### src/sv/gcl_pkg.sv
// shared types and constants for the gcd and lcm unit
package gcl_pkg;

	localparam int OPERAND_WIDTH_DEF = 16;
	localparam int FIELD_W           = 16;
	localparam int GCD_W             = 16;
	localparam int LCM_W             = 32;

	typedef struct packed {
		logic [FIELD_W-1:0] operand_a;
		logic [FIELD_W-1:0] operand_b;
	} in_word_t;

	typedef struct packed {
		logic [GCD_W-1:0] gcd_value;
		logic [LCM_W-1:0] lcm_value;
		logic             zero_error;
	} out_word_t;

	typedef enum logic [2:0] {
		ST_IDLE,
		ST_GCD,
		ST_DIV,
		ST_MUL,
		ST_DONE
	} state_t;

	typedef struct packed {
		logic load;
		logic gcd_step;
		logic div_init;
		logic div_step;
		logic mul_step;
		logic emit;
	} dp_cmd_t;

	typedef struct packed {
		logic zero;
		logic equal;
	} dp_status_t;

endpackage

### src/sv/gcl_ctrl.sv
// controller state machine sequencing gcd, divide and multiply phases
module gcl_ctrl #(
	parameter int OPERAND_WIDTH = gcl_pkg::OPERAND_WIDTH_DEF
) (
	input  logic                clk,
	input  logic                arst_n,
	input  logic                start,
	output logic                busy,
	input  gcl_pkg::dp_status_t status,
	output gcl_pkg::dp_cmd_t    cmd
);
	import gcl_pkg::*;

	localparam int CntW = $clog2(OPERAND_WIDTH);
	localparam logic [CntW-1:0] CntLast = CntW'(OPERAND_WIDTH - 1);

	state_t          state_q, state_d;
	logic [CntW-1:0] cnt_q, cnt_d;

	always_ff @(posedge clk or negedge arst_n) begin
		if (!arst_n) begin
			state_q <= ST_IDLE;
			cnt_q   <= '0;
		end else begin
			state_q <= state_d;
			cnt_q   <= cnt_d;
		end
	end

	always_comb begin
		state_d = state_q;
		cnt_d   = cnt_q;
		cmd     = '0;
		case (state_q)
			ST_IDLE: begin
				if (start) begin
					cmd.load = 1'b1;
					state_d  = ST_GCD;
				end
			end
			ST_GCD: begin
				if (status.zero) begin
					state_d = ST_DONE;
				end else if (status.equal) begin
					cmd.div_init = 1'b1;
					cnt_d        = '0;
					state_d      = ST_DIV;
				end else begin
					cmd.gcd_step = 1'b1;
				end
			end
			ST_DIV: begin
				cmd.div_step = 1'b1;
				if (cnt_q == CntLast) begin
					cnt_d   = '0;
					state_d = ST_MUL;
				end else begin
					cnt_d = cnt_q + CntW'(1);
				end
			end
			ST_MUL: begin
				cmd.mul_step = 1'b1;
				if (cnt_q == CntLast) begin
					cnt_d   = '0;
					state_d = ST_DONE;
				end else begin
					cnt_d = cnt_q + CntW'(1);
				end
			end
			ST_DONE: begin
				cmd.emit = 1'b1;
				state_d  = ST_IDLE;
			end
			default: begin
				state_d = ST_IDLE;
			end
		endcase
	end

	assign busy = (state_q != ST_IDLE);

	a_accept_busy: assert property (@(posedge clk) disable iff (!arst_n)
		(start && !busy) |=> busy)
		else $error("accepted word did not make the unit busy");

	a_emit_idle: assert property (@(posedge clk) disable iff (!arst_n)
		cmd.emit |=> !busy)
		else $error("unit still busy after emitting a result");

endmodule

### src/sv/gcl_datapath.sv
// datapath: binary gcd, restoring divide and shift-add multiply
module gcl_datapath #(
	parameter int OPERAND_WIDTH = gcl_pkg::OPERAND_WIDTH_DEF
) (
	input  logic                clk,
	input  logic                arst_n,
	input  gcl_pkg::in_word_t   operands,
	input  gcl_pkg::dp_cmd_t    cmd,
	output gcl_pkg::dp_status_t status,
	output gcl_pkg::out_word_t  result,
	output logic                result_valid
);
	import gcl_pkg::*;

	localparam int W  = OPERAND_WIDTH;
	localparam int KW = $clog2(OPERAND_WIDTH);

	logic [31:0]    a_ext, b_ext, g_ext;
	logic [W-1:0]   a_in, b_in;

	logic [W-1:0]   x_q, y_q, x_d, y_d;
	logic [KW-1:0]  k_q, k_d;
	logic           zero_q;
	logic [W-1:0]   g_q;
	logic [W-1:0]   rem_q;
	logic [W-1:0]   quo_q;
	logic [LCM_W-1:0] mcand_q, acc_q;
	out_word_t      result_q;
	logic           valid_q;

	logic [W:0]     rem_sh;
	logic [W+1:0]   diff;
	logic           fits;

	assign a_ext = 32'(operands.operand_a);
	assign b_ext = 32'(operands.operand_b);
	assign a_in  = a_ext[W-1:0];
	assign b_in  = b_ext[W-1:0];
	assign g_ext = 32'(g_q);

	always_comb begin
		x_d = x_q;
		y_d = y_q;
		k_d = k_q;
		if (!x_q[0] && !y_q[0]) begin
			x_d = x_q >> 1;
			y_d = y_q >> 1;
			k_d = k_q + KW'(1);
		end else if (!x_q[0]) begin
			x_d = x_q >> 1;
		end else if (!y_q[0]) begin
			y_d = y_q >> 1;
		end else if (x_q > y_q) begin
			x_d = (x_q - y_q) >> 1;
		end else begin
			y_d = (y_q - x_q) >> 1;
		end
	end

	assign rem_sh = {rem_q, quo_q[W-1]};
	assign diff   = {1'b0, rem_sh} - {2'b00, g_q};
	assign fits   = ~diff[W+1];

	assign status.zero  = zero_q;
	assign status.equal = (x_q == y_q);

	always_ff @(posedge clk or negedge arst_n) begin
		if (!arst_n) begin
			zero_q  <= 1'b0;
			valid_q <= 1'b0;
		end else begin
			valid_q <= cmd.emit;
			if (cmd.load) begin
				zero_q <= (a_in == '0) || (b_in == '0);
			end
		end
	end

	always_ff @(posedge clk) begin
		if (cmd.load) begin
			x_q     <= a_in;
			y_q     <= b_in;
			k_q     <= '0;
			quo_q   <= a_in;
			mcand_q <= LCM_W'(b_in);
		end
		if (cmd.gcd_step) begin
			x_q <= x_d;
			y_q <= y_d;
			k_q <= k_d;
		end
		if (cmd.div_init) begin
			g_q   <= x_q << k_q;
			rem_q <= '0;
			acc_q <= '0;
		end
		if (cmd.div_step) begin
			rem_q <= fits ? diff[W-1:0] : rem_sh[W-1:0];
			quo_q <= {quo_q[W-2:0], fits};
		end
		if (cmd.mul_step) begin
			if (quo_q[0]) begin
				acc_q <= acc_q + mcand_q;
			end
			mcand_q <= mcand_q << 1;
			quo_q   <= quo_q >> 1;
		end
		if (cmd.emit) begin
			result_q.gcd_value  <= zero_q ? '0 : g_ext[GCD_W-1:0];
			result_q.lcm_value  <= zero_q ? '0 : acc_q;
			result_q.zero_error <= zero_q;
		end
	end

	assign result       = result_q;
	assign result_valid = valid_q;

	a_strobe_single: assert property (@(posedge clk) disable iff (!arst_n)
		result_valid |=> !result_valid)
		else $error("result strobe longer than one cycle");

	a_error_zeros: assert property (@(posedge clk) disable iff (!arst_n)
		(result_valid && result.zero_error) |->
			(result.gcd_value == '0 && result.lcm_value == '0))
		else $error("error word carries nonzero values");

	a_gcd_nonzero: assert property (@(posedge clk) disable iff (!arst_n)
		cmd.gcd_step |-> (x_q != '0 && y_q != '0))
		else $error("gcd step on a zero operand");

endmodule

### src/sv/gcd_lcm_unit.sv
// top level of the gcd and lcm unit
// usage:
//   drive operands and raise start; the word is taken at a rising edge with
//   start high and busy low. busy stays high until the result is emitted.
//   result_valid is high for exactly one cycle with the result word; the
//   receiver cannot stall it, so it must capture the word in that cycle.
//   a zero operand gives zero_error with gcd and lcm both zero.
// sequence, with W the operand width (16 by default):
//   binary gcd does one halving or subtract step per cycle, then a
//   restoring divide of a by the gcd forms a W-bit quotient, and a shift-add
//   multiply of that quotient by b adds at most once per quotient bit.
//   a zero operand skips the gcd, divide and multiply and goes to the result.
//   a new word may be started in the cycle the strobe is shown.
// reset:
//   arst_n clears the controller to idle and drops result_valid; no
//   result is produced for a word in flight at reset.
module gcd_lcm_unit #(
	parameter int OPERAND_WIDTH = gcl_pkg::OPERAND_WIDTH_DEF
) (
	input  logic               clk,
	input  logic               arst_n,
	input  logic               start,
	output logic               busy,
	input  gcl_pkg::in_word_t  operands,
	output gcl_pkg::out_word_t result,
	output logic               result_valid
);
	import gcl_pkg::*;

	dp_cmd_t    cmd;
	dp_status_t status;

	gcl_ctrl #(
		.OPERAND_WIDTH(OPERAND_WIDTH)
	) u_ctrl (
		.clk    (clk),
		.arst_n (arst_n),
		.start  (start),
		.busy   (busy),
		.status (status),
		.cmd    (cmd)
	);

	gcl_datapath #(
		.OPERAND_WIDTH(OPERAND_WIDTH)
	) u_datapath (
		.clk          (clk),
		.arst_n       (arst_n),
		.operands     (operands),
		.cmd          (cmd),
		.status       (status),
		.result       (result),
		.result_valid (result_valid)
	);

endmodule

### config.mk
export PLATFORM = sky130hd
export DESIGN_NAME = gcd_lcm_unit
export DESIGN_NICKNAME = d
export VERILOG_FILES = /design/src/sv/gcl_pkg.sv /design/src/sv/gcl_ctrl.sv /design/src/sv/gcl_datapath.sv /design/src/sv/gcd_lcm_unit.sv
export SDC_FILE = /design/constraint.sdc
export NUM_CORES = 1
export LEC_CHECK = 0
export BUFFER_PORTS_ARGS = -buffer_cell sky130_fd_sc_hd__buf_2
export CORE_ASPECT_RATIO = 0.5
export CORE_MARGIN = 8
export CORE_UTILIZATION = 50
export DETAILED_ROUTE_END_ITERATION = 10
export PLACE_DENSITY_LB_ADDON = 0.3
export SLEW_MARGIN = 20
export SYNTH_ARGS = -nofsm -noshare
export SYNTH_HDL_FRONTEND = slang
export SYNTH_HIERARCHICAL = 1
export SYNTH_SLANG_ARGS = --single-unit
### constraint.sdc
create_clock -name clk -period 5.1 [get_ports clk]
set_input_delay 0.51 -clock clk [delete_from_list [all_inputs] [get_ports clk]]
set_output_delay 0.51 -clock clk [all_outputs]
set_load 0.005 [all_outputs]
# Word level (Yosys, flattened, before mapping)
# Cells that the tools add are included.
[word_totals]
register_bits = 206
output_inout_bits = 51
wordCells = 110
in_bits = 35
[classes]
order_cmp = 1
shifts = 1
reduce_logical = 21
n_eq_ne = 17
n_addsub = 6
n_mux = 44
n_bitwise = 1
[op_table]
columns = ["cell", "n"]
rows = [
  ["16-bit two-way mux", 16],
  ["32-bit two-way mux", 5],
  ["32-bit adder", 1],
  ["16-bit logical NOT", 2],
  ["16-bit subtractor", 2],
  ["4-bit two-way mux", 6],
  ["17-bit by 16-bit subtractor with 18-bit output", 1],
  ["16-bit equality test", 1],
  ["16-bit > comparator", 1],
  ["16-bit by 4-bit left shift with 16-bit output", 1],
  ["15-bit two-way mux", 1],
  ["3-bit two-way mux", 5],
  ["4-bit != test, second input constant", 3],
  ["3-bit case mux with 4 select lines", 1],
  ["2-bit nonzero test", 5],
  ["3-bit AND reduction", 3],
  ["4-bit by 1-bit adder with 4-bit output, second input constant", 2],
  ["4-bit case mux with 2 select lines", 1],
  ["1-bit two-way mux", 7],
  ["3-bit by 2-bit equality test with 1-bit output, second input constant", 2],
  ["2-bit by 1-bit != test with 1-bit output, second input constant", 3],
  ["2-bit != test, second input constant", 3],
  ["3-bit nonzero test", 2],
  ["4-bit equality test, second input constant", 1],
  ["13 further kinds", 16],
]

# Longest topological paths before layout
# Gate-level depths: netlist of run 1.
[logic_depth]
ltp_word = 7
depth_mapped = 13
depth_no_buf = 12

# Cells and area by module
# Netlist of run 1, hierarchy kept.
[by_module_without_submodules]
columns = ["module", "seq_area_each_um2", "area_per_inst_um2", "n_inst", "cells_each"]
rows = [
  ["gcl_datapath", 5625.4, 12781.0, 1, 1358],
  ["gcl_ctrl", 175.2, 426.7, 1, 43],
]

# Worst setup path before layout of run 1
# Ideal clock, no wire load.
[synth_path]
kind = "register -> register"
start = "reg u_ctrl.state_q[0]"
end = "reg u_datapath.result_q (netlist bit u_datapath/result[0]), enable pin"
synth_period_minus_slack_ns = 4.760
setup_slack_ns = 0.340
path_buffers = 1
setup_ns = 0.528
arrival_time_ns = 4.232
stages_incl_launch_ff = 3
path_cell_list = "dfrtp_1 > clkbuf_1 > nor3b_1"
[synth_rtl]
columns = ["item", "line_no", "rtl"]
rows = [
  ["start: declaration", "gcl_ctrl.sv:17", "state_t state_q, state_d;"],
  ["start signal: assignment", "gcl_ctrl.sv:25", "state_q <= state_d;"],
  ["end: declaration", "gcl_datapath.sv:28", "out_word_t result_q;"],
]

==> results of run 1 <==
==> layout by cell type (no fill, tap or decap), types with 12 or more instances in the layout <==
master | Yosys | final
o21ai_0 | 95 | 95
mux2i_1 | 48 | 48
dfxtp_1 | 34 | 34
nor3_1 | 23 | 23
a211oi_1 | 17 | 17
nor2b_1 | 54 | 54
and2_1 | 22 | 22
edfxtp_1 | 163 | 163
a21o_1 | 33 | 33
nand3_1 | 61 | 61
clkbuf_16 | 0 | 22
nand2_1 | 141 | 140
xor2_1 | 17 | 17
buf_2 | 4 | 85
a21oi_1 | 86 | 86
nor2_1 | 113 | 112
inv_1 | 81 | 81
xnor2_1 | 24 | 24
ha_1 | 82 | 82
buf_4 | 1 | 12
a31oi_1 | 25 | 25
o21a_1 | 16 | 16
==> where the power goes <==
| part | leakage (nW) | switching, W | total, W | internal, W |
|---|---|---|---|---|
| Clock | 0.317 | 0.000650 | 0.00149 | 0.000837 |
| Sequential | 1.94 | 0.000378 | 0.00295 | 0.00257 |
| Combinational | 3.70 | 0.00254 | 0.00422 | 0.00168 |
==> final cells by class <==
cell class | instances | area [sq um]
Sequential cell | 206 | 5800
Clock inverter | 5 | 31.3
Fill cell | 2332 | 11700
Timing Repair Buffer | 98 | 526
Inverter | 82 | 308
Multi-Input combinational cell | 1038 | 6820
Clock buffer | 32 | 618
Tap cell | 352 | 440
==> worst reg2reg max path, stage by stage (launching register included) <==
cell and delay, ns:
edfxtp_1 0.48, inv_1 0.08, ha_1 0.47, and2_1 0.32, nand3_1 0.11, nor4_1 0.58, buf_4 0.28, inv_1 0.05
nor2_1 0.10, buf_4 0.25, inv_1 0.06, buf_4 0.24, nand2_1 0.58
==> worst paths after layout <==
path                       slack [ns]               endpoint                 start
max                              1.11    u_datapath/rem_q[2]    u_datapath/x_q[10]
min                              0.31  u_datapath/mcand_q[0]           operands[0]
max reg2reg                      1.11    u_datapath/rem_q[2]    u_datapath/x_q[10]
min reg2reg                      0.46   u_datapath/acc_q[31]  u_datapath/acc_q[31]
max in group asynchronous        4.48      u_datapath/zero_q                arst_n
min in group asynchronous        0.38      u_ctrl/state_q[0]                arst_n
==> layer usage <==
layer  part of all wire  global-route usage
met2               0.47               0.350
met1               0.45               0.266
met4              0.025              0.0579
met5            0.00081                   0
met3              0.058              0.0278
==> metrics by stage <==
| step | util | area, sq um | total power (W) | cells |
|---|---|---|---|---|
| final | 0.555 | 14500 | 0.00866 | 1813 |
| after global routing | 0.555 | 14500 | 0.00930 | 1813 |
| after CTS | 0.555 | 14500 | 0.00866 | 1813 |
| after detailed placement | 0.529 | 13900 | 0.00714 | 1775 |
| after global placement | 0.529 | 13900 | 0.00700 | 1775 |
| after floorplan | - | 13200 | 0.00619 | 1401 |
==> registers in the layout (all words and copies together), names as in the netlist <==
name,flops
u_ctrl/cnt_q,4
u_ctrl/state_q,3
u_datapath/acc_q,32
u_datapath/g_q,16
u_datapath/k_q,4
u_datapath/mcand_q,32
u_datapath/quo_q,16
u_datapath/rem_q,16
u_datapath/result,49
u_datapath/result_valid,1
u_datapath/x_q,16
u_datapath/y_q,16
u_datapath/zero_q,1
==> cell families after synthesis <==
| kind of cell | after synthesis |
|---|---|
| xor gates and xnor gates | 41 |
| AOI/OAI and AO/OA | 355 |
| and+or+nand+nor | 500 |
| DFF | 206 |
| buffers and inverters | 157 |
| adders and majority gates | 86 |
| muxes | 56 |
==> repair_timing <==
action	CTS	global route
setup endpoints to repair	0	0
gates resized for setup	0	0
hold endpoints to repair	9	0
hold buffers	1	0
==> reports/metrics.csv, run 1 <==
metric,value,unit
leakage,5.95,nW
synth_nets,1522,
core_area,26200,sq um
vdd_drop_max,304,uV
synth-simple-area-share,0.187,
synth-xor-area-share,0.0272,
r2r_cells,12,
synth_compound_area_frac,0.171,
async_flop_share,0.0437,
rows,42,
cts.clk_slew.worst_paths,0.07,ns
postLayoutSetupSlackWorst,1.11,ns
htree_levels,1,
drv_cap,0,
grt_pass1_vias,10329,
routabilityCongestion,0.910,
finalHoldViolCount,0,
yosysUniqueCellTypes,82,
initial_utilization,0.504,
synthMuxAreaShare,0.0460,
worst-endpoint-required,5.23,ns
io_pins,86,
routedWlPerCell,18.4,um
cts_tree,built,
cpMaxStageDelayCell,nor4_1,
layout.nets,1568,
cp-start-kind,register,
cts-root-buf,clkbuf_16,
slowest_delay,0.58,ns
dp_hpwl,24500,um
yosys_warnings,6,
cts_setup_buffers,0,
seq_area_frac_synth,0.439,
path_class,register to register,
route.detailed.drc,0,
synth_top_area_frac,0.371,
grt_pass1_wl,53300,um
synth.cell_area,13200,sq um
cp_num_buf_inv,6,
tightest_slew,1.06,ns
clk_latency,0.52,ns
synth_common_cells,"edfxtp_1 (163), nand2_1 (141), nor2_1 (113)",
die_w,246,um
clockBufferDepth,3,
dieArea,32200,sq um
vias,10660,
yosys.area.top_type,edfxtp_1,
synthCells,1401,
yosysMostFrequentCell,edfxtp_1,
synth_ff_type,edfxtp_1,
syn_to_final_growth,10.1,%
numPortBuffers,85,
fmax,0.251,GHz
die_h,131,um
maxSlewViolCount,0,
power.density,595,nW/um^2
dp_slack,1.18,ns
cp-end-kind,register,
ys_seq_elements,206,
status,completed,
clock_sinks,206,
crit_family,simple AND/OR/NAND/NOR gates,
finalSetupViolations,0,
avgSynthCellArea,9.43,sq um
diodes,0,
dr.pass1.iters,5,
hold_ws,0.313,ns
grt_max_degree,73,
slew_headroom,0.288,
worstPathArrival,4.11,ns
viasPerCell,5.88,
fin_skew,0.0278,ns
drive_gt1_frac,0.107,
post-route-min-period,3.99,ns
routed_wl,33300,um
grt-ovfl-total,0,
dr.first_iter.drc_count,872,
rsz0062_at_grt,no,
synth.area.top_cells,"edfxtp_1 (37%), ha_1 (7.8%), dfxtp_1 (5.2%), nand2_1 (4.0%), mux2i_1 (3.6%)",
track_usage,0.203,
path_depth,12,
cts_buffers,21,
crit_fanout,33,
synth_top_family_by_area,simple AND/OR/NAND/NOR gates,
drt.antenna.violating_nets,0,
fin_tns_setup,0,ns
grt_antenna_before_repair,2,
synth-adder-area-share,0.0837,
cp_cell_sequence,inv_1 > ha_1 > and2_1 > nand3_1 > nor4_1 > buf_4 > inv_1 > nor2_1 > buf_4 > inv_1 > buf_4 > nand2_1,
hold-path-cell-count,3,
synth-edff-count,163,
hold_class,primary input to register,
fin_crit_sh,0.782,
Note: power is estimated with default switching activity, not from simulation.
==> inputs of run 2 (changes only) <==
- ABC_AREA: default -> 1
- clock period: 5.1 -> 3.7 ns (I/O delays scaled with it)
==> reports/metrics.csv, run 2 <==
metric,value,unit,change
routed_wl,38400,um,"was 33,300 um"
io_pins,86,,unchanged
register_area,5800,sq um,unchanged
dr.pass1.iters,6,,was 5
yosysMostFrequentCell,nand2_1,,was edfxtp_1
routabilityCongestion,0.954,,was 0.910
viasPerCell,5.36,,was 5.88
synth_top_family_by_area,simple AND/OR/NAND/NOR gates,,unchanged
hold_path.startpoint,operands[31],,was operands[0]
dp_slack,0.131,ns,was 1.18 ns
status,completed,,unchanged
core_area,27500,sq um,"was 26,200 sq um"
synth_ff_type,edfxtp_1,,unchanged
track_usage,0.222,,was 0.203
htree_levels,1,,unchanged
avgSynthCellArea,7.43,sq um,was 9.43 sq um
syn_to_final_growth,10.9,%,was 10.1%
dp_hpwl,29600,um,"was 24,500 um"
clock_sinks,206,,unchanged
synth_compound_area_frac,0.123,,was 0.171
yosysUniqueCellTypes,44,,was 82
rsz0062_at_grt,no,,unchanged
postLayoutSetupSlackWorst,0.301,ns,was 1.11 ns
finalSetupViolations,0,,unchanged
dr.first_iter.drc_count,1122,,was 872
worst-endpoint-required,3.98,ns,was 5.23 ns
routedWlPerCell,16.4,um,was 18.4 um
dpl.cell_count,2307,,"was 1,775"
synthCells,1873,,"was 1,401"
synthMuxAreaShare,0.00288,,was 0.0460
fin_tns_setup,0,ns,unchanged
synth_nets,1994,,"was 1,522"
layout_commonest_cell,nand2_1,,was edfxtp_1
crit_path_start,u_datapath/x_q[14],,was u_datapath/x_q[10]
finalHoldViolCount,0,,unchanged
clk_latency,0.52,ns,about the same
post-route-min-period,3.40,ns,was 3.99 ns
multi_input_area,6780,sq um,was 6820 sq um
final_util,0.560,,was 0.555
nFillCells,2668,,"was 2,332"
r2r_setup_slack,0.30,ns,was 1.11 ns
grt_antenna_before_repair,2,,unchanged
cts_tree,built,,unchanged
vias,12579,,"was 10,660"
synth_common_cells,"nand2_1 (494), inv_1 (291), nor2_1 (231)",,"was edfxtp_1 (163), nand2_1 (141), nor2_1 (113)"
grt_pass1_vias,11643,,"was 10,329"
seq_area_frac_synth,0.417,,was 0.439
synth_top_area_frac,0.352,,was 0.371
leakage,7.40,nW,was 5.95 nW
grt_pass1_wl,60600,um,"was 53,300 um"
synth-xor-area-share,0.0164,,was 0.0272
rows,43,,was 42
r2r_start,u_datapath/x_q[14],,was u_datapath/x_q[10]
maxSlewViolCount,0,,unchanged
synth-adder-area-share,0.0795,,was 0.0837
cts_buffers,21,,unchanged
synth.cell_area,13900,sq um,"was 13,200 sq um"
hold-path-cell-count,3,,unchanged
drive_gt1_frac,0.0952,,was 0.107
ys_seq_elements,206,,unchanged
tightest_slew,1.01,ns,was 1.06 ns
cts.clk_slew.worst_paths,0.06,ns,was 0.07 ns
clockBufferDepth,3,,unchanged
vdd_drop_max,378,uV,was 304 uV
grt_max_degree,52,,was 73
synth-edff-count,163,,unchanged
fin_crit_sh,0.919,,was 0.782
r2r_cells,16,,was 12
final_cell_mix,"nand2_1 (494), inv_1 (291), nor2_1 (230), edfxtp_1 (163), a21oi_1 (143)",,"was edfxtp_1 (163), nand2_1 (140), nor2_1 (112), o21ai_0 (95), a21oi_1 (86)"
synth-simple-area-share,0.263,,was 0.187
layout.nets,2070,,"was 1,568"
cp-start-kind,register,,unchanged
route.detailed.drc,0,,unchanged
largest_reg_flops,49,,unchanged
grt-ovfl-total,0,,unchanged
rr_endpoint,u_datapath/y_q[2],,was u_datapath/rem_q[2]
yosys_warnings,6,,unchanged
worstPathArrival,3.68,ns,was 4.11 ns
fmax,0.294,GHz,was 0.251 GHz
crit_fanout,28,,was 33
slew_headroom,0.326,,was 0.288
cts-root-buf,clkbuf_16,,unchanged
hold_class,primary input to register,,unchanged
power.density,1050,nW/um^2,was 595 nW/um^2
numPortBuffers,85,,unchanged
initial_utilization,0.505,,was 0.504
hold_end,u_datapath/x_q[15],,was u_datapath/mcand_q[0]
cp-end-kind,register,,unchanged
fin_skew,0.0146,ns,was 0.0278 ns
final_cells,2348,,"was 1,813"
async_flop_share,0.0437,,unchanged
synth.area.top_cells,"edfxtp_1 (35%), nand2_1 (13%), inv_1 (7.8%), ha_1 (7.4%), nor2_1 (6.2%)",,"was edfxtp_1 (37%), ha_1 (7.8%), dfxtp_1 (5.2%), nand2_1 (4.0%), mux2i_1 (3.6%)"
drv_cap,0,,unchanged
dieArea,33800,sq um,"was 32,200 sq um"
drt.antenna.violating_nets,0,,unchanged
die_w,252,um,was 246 um
yosys.area.top_type,edfxtp_1,,unchanged
die_h,134,um,was 131 um
path_class,register to register,,unchanged
-- run 2: timing repair --
item / CTS / global route
endpoints found under the setup margin: 0 / 32
hold buffers: 1 / 0
endpoints found under the hold margin: 9 / 0
buffers inserted: 0 / 0
resized for setup: 0 / 2
-- run 2: critical path: stages, from the launching register on --
cell and delay, ns:
edfxtp_1 0.46, inv_1 0.07, ha_1 0.42, nand2_1 0.10
nor2_1 0.17, inv_1 0.09, nor2_4 0.10, nor4b_2 0.46
nor2_1 0.12, nand3_2 0.13, inv_1 0.10, inv_1 0.11
buf_4 0.33, o21bai_1 0.14, o21ai_0 0.09, inv_1 0.09
buf_12 0.16
-- run 2: logic make-up (layout without fill, tap and decap cells) --
family                   Yosys count  count (layout)
adder cells (fa/ha/maj)           86              86
multiplexers                       4               4
AO/OA/AOI/OAI                    313             313
buffers and inverters            354             445
AND/OR/NAND/NOR                  884             884
other                              0               2
flip-flops                       206             206
XOR/XNOR                          26              26
-- run 2: worst max-delay path by stage --
stage	endpoint	slack, ns	cells past startpoint
finish	u_datapath/y_q[2]	0.30	16
global route	u_datapath/y_q[6]	0.02	16
CTS	u_datapath/y_q[15]	0.12	16
detailed placement	u_datapath/y_q[1]	0.13	16
global placement	u_datapath/y_q[1]	0.23	16
floorplan	u_datapath/x_q[10]	0.40	16
-- run 2: where the power goes --
part / total (W) / switching [W] / internal (W)
clock network: 0.00203 / 0.000898 / 0.00114
registers: 0.00447 / 0.000672 / 0.00380
logic: 0.00969 / 0.00656 / 0.00313
total: 0.0162 / 0.00813 / 0.00807
-- run 2: layout make-up --
class,count,area share
sequential,206,0.376
multi-input combinational,1313,0.439
inverter,299,0.0727
tap,382,0.0310
timing repair buffer,108,0.0397
antenna,2,0.000324
clock inverter,12,0.00559
clock buffer,26,0.0359
-- run 2: layer usage --
metal  up-vias  track usage  share of wire
li1       6239            -              -
met1      5798        0.302           0.45
met2       462        0.355           0.44
met3        80       0.0378          0.074
met4         0       0.0784          0.034
met5         -            0              0
-- run 2: through the flow --
step | power, W | area [sq um] | hold WS, ns
floorplan | 0.0114 | 13900 | 0.0744
global placement | 0.0139 | 14800 | 0.246
detailed placement | 0.0139 | 14800 | 0.244
CTS | 0.0160 | 15400 | 0.165
global route | 0.0176 | 15400 | 0.196
finish | 0.0162 | 15400 | 0.194
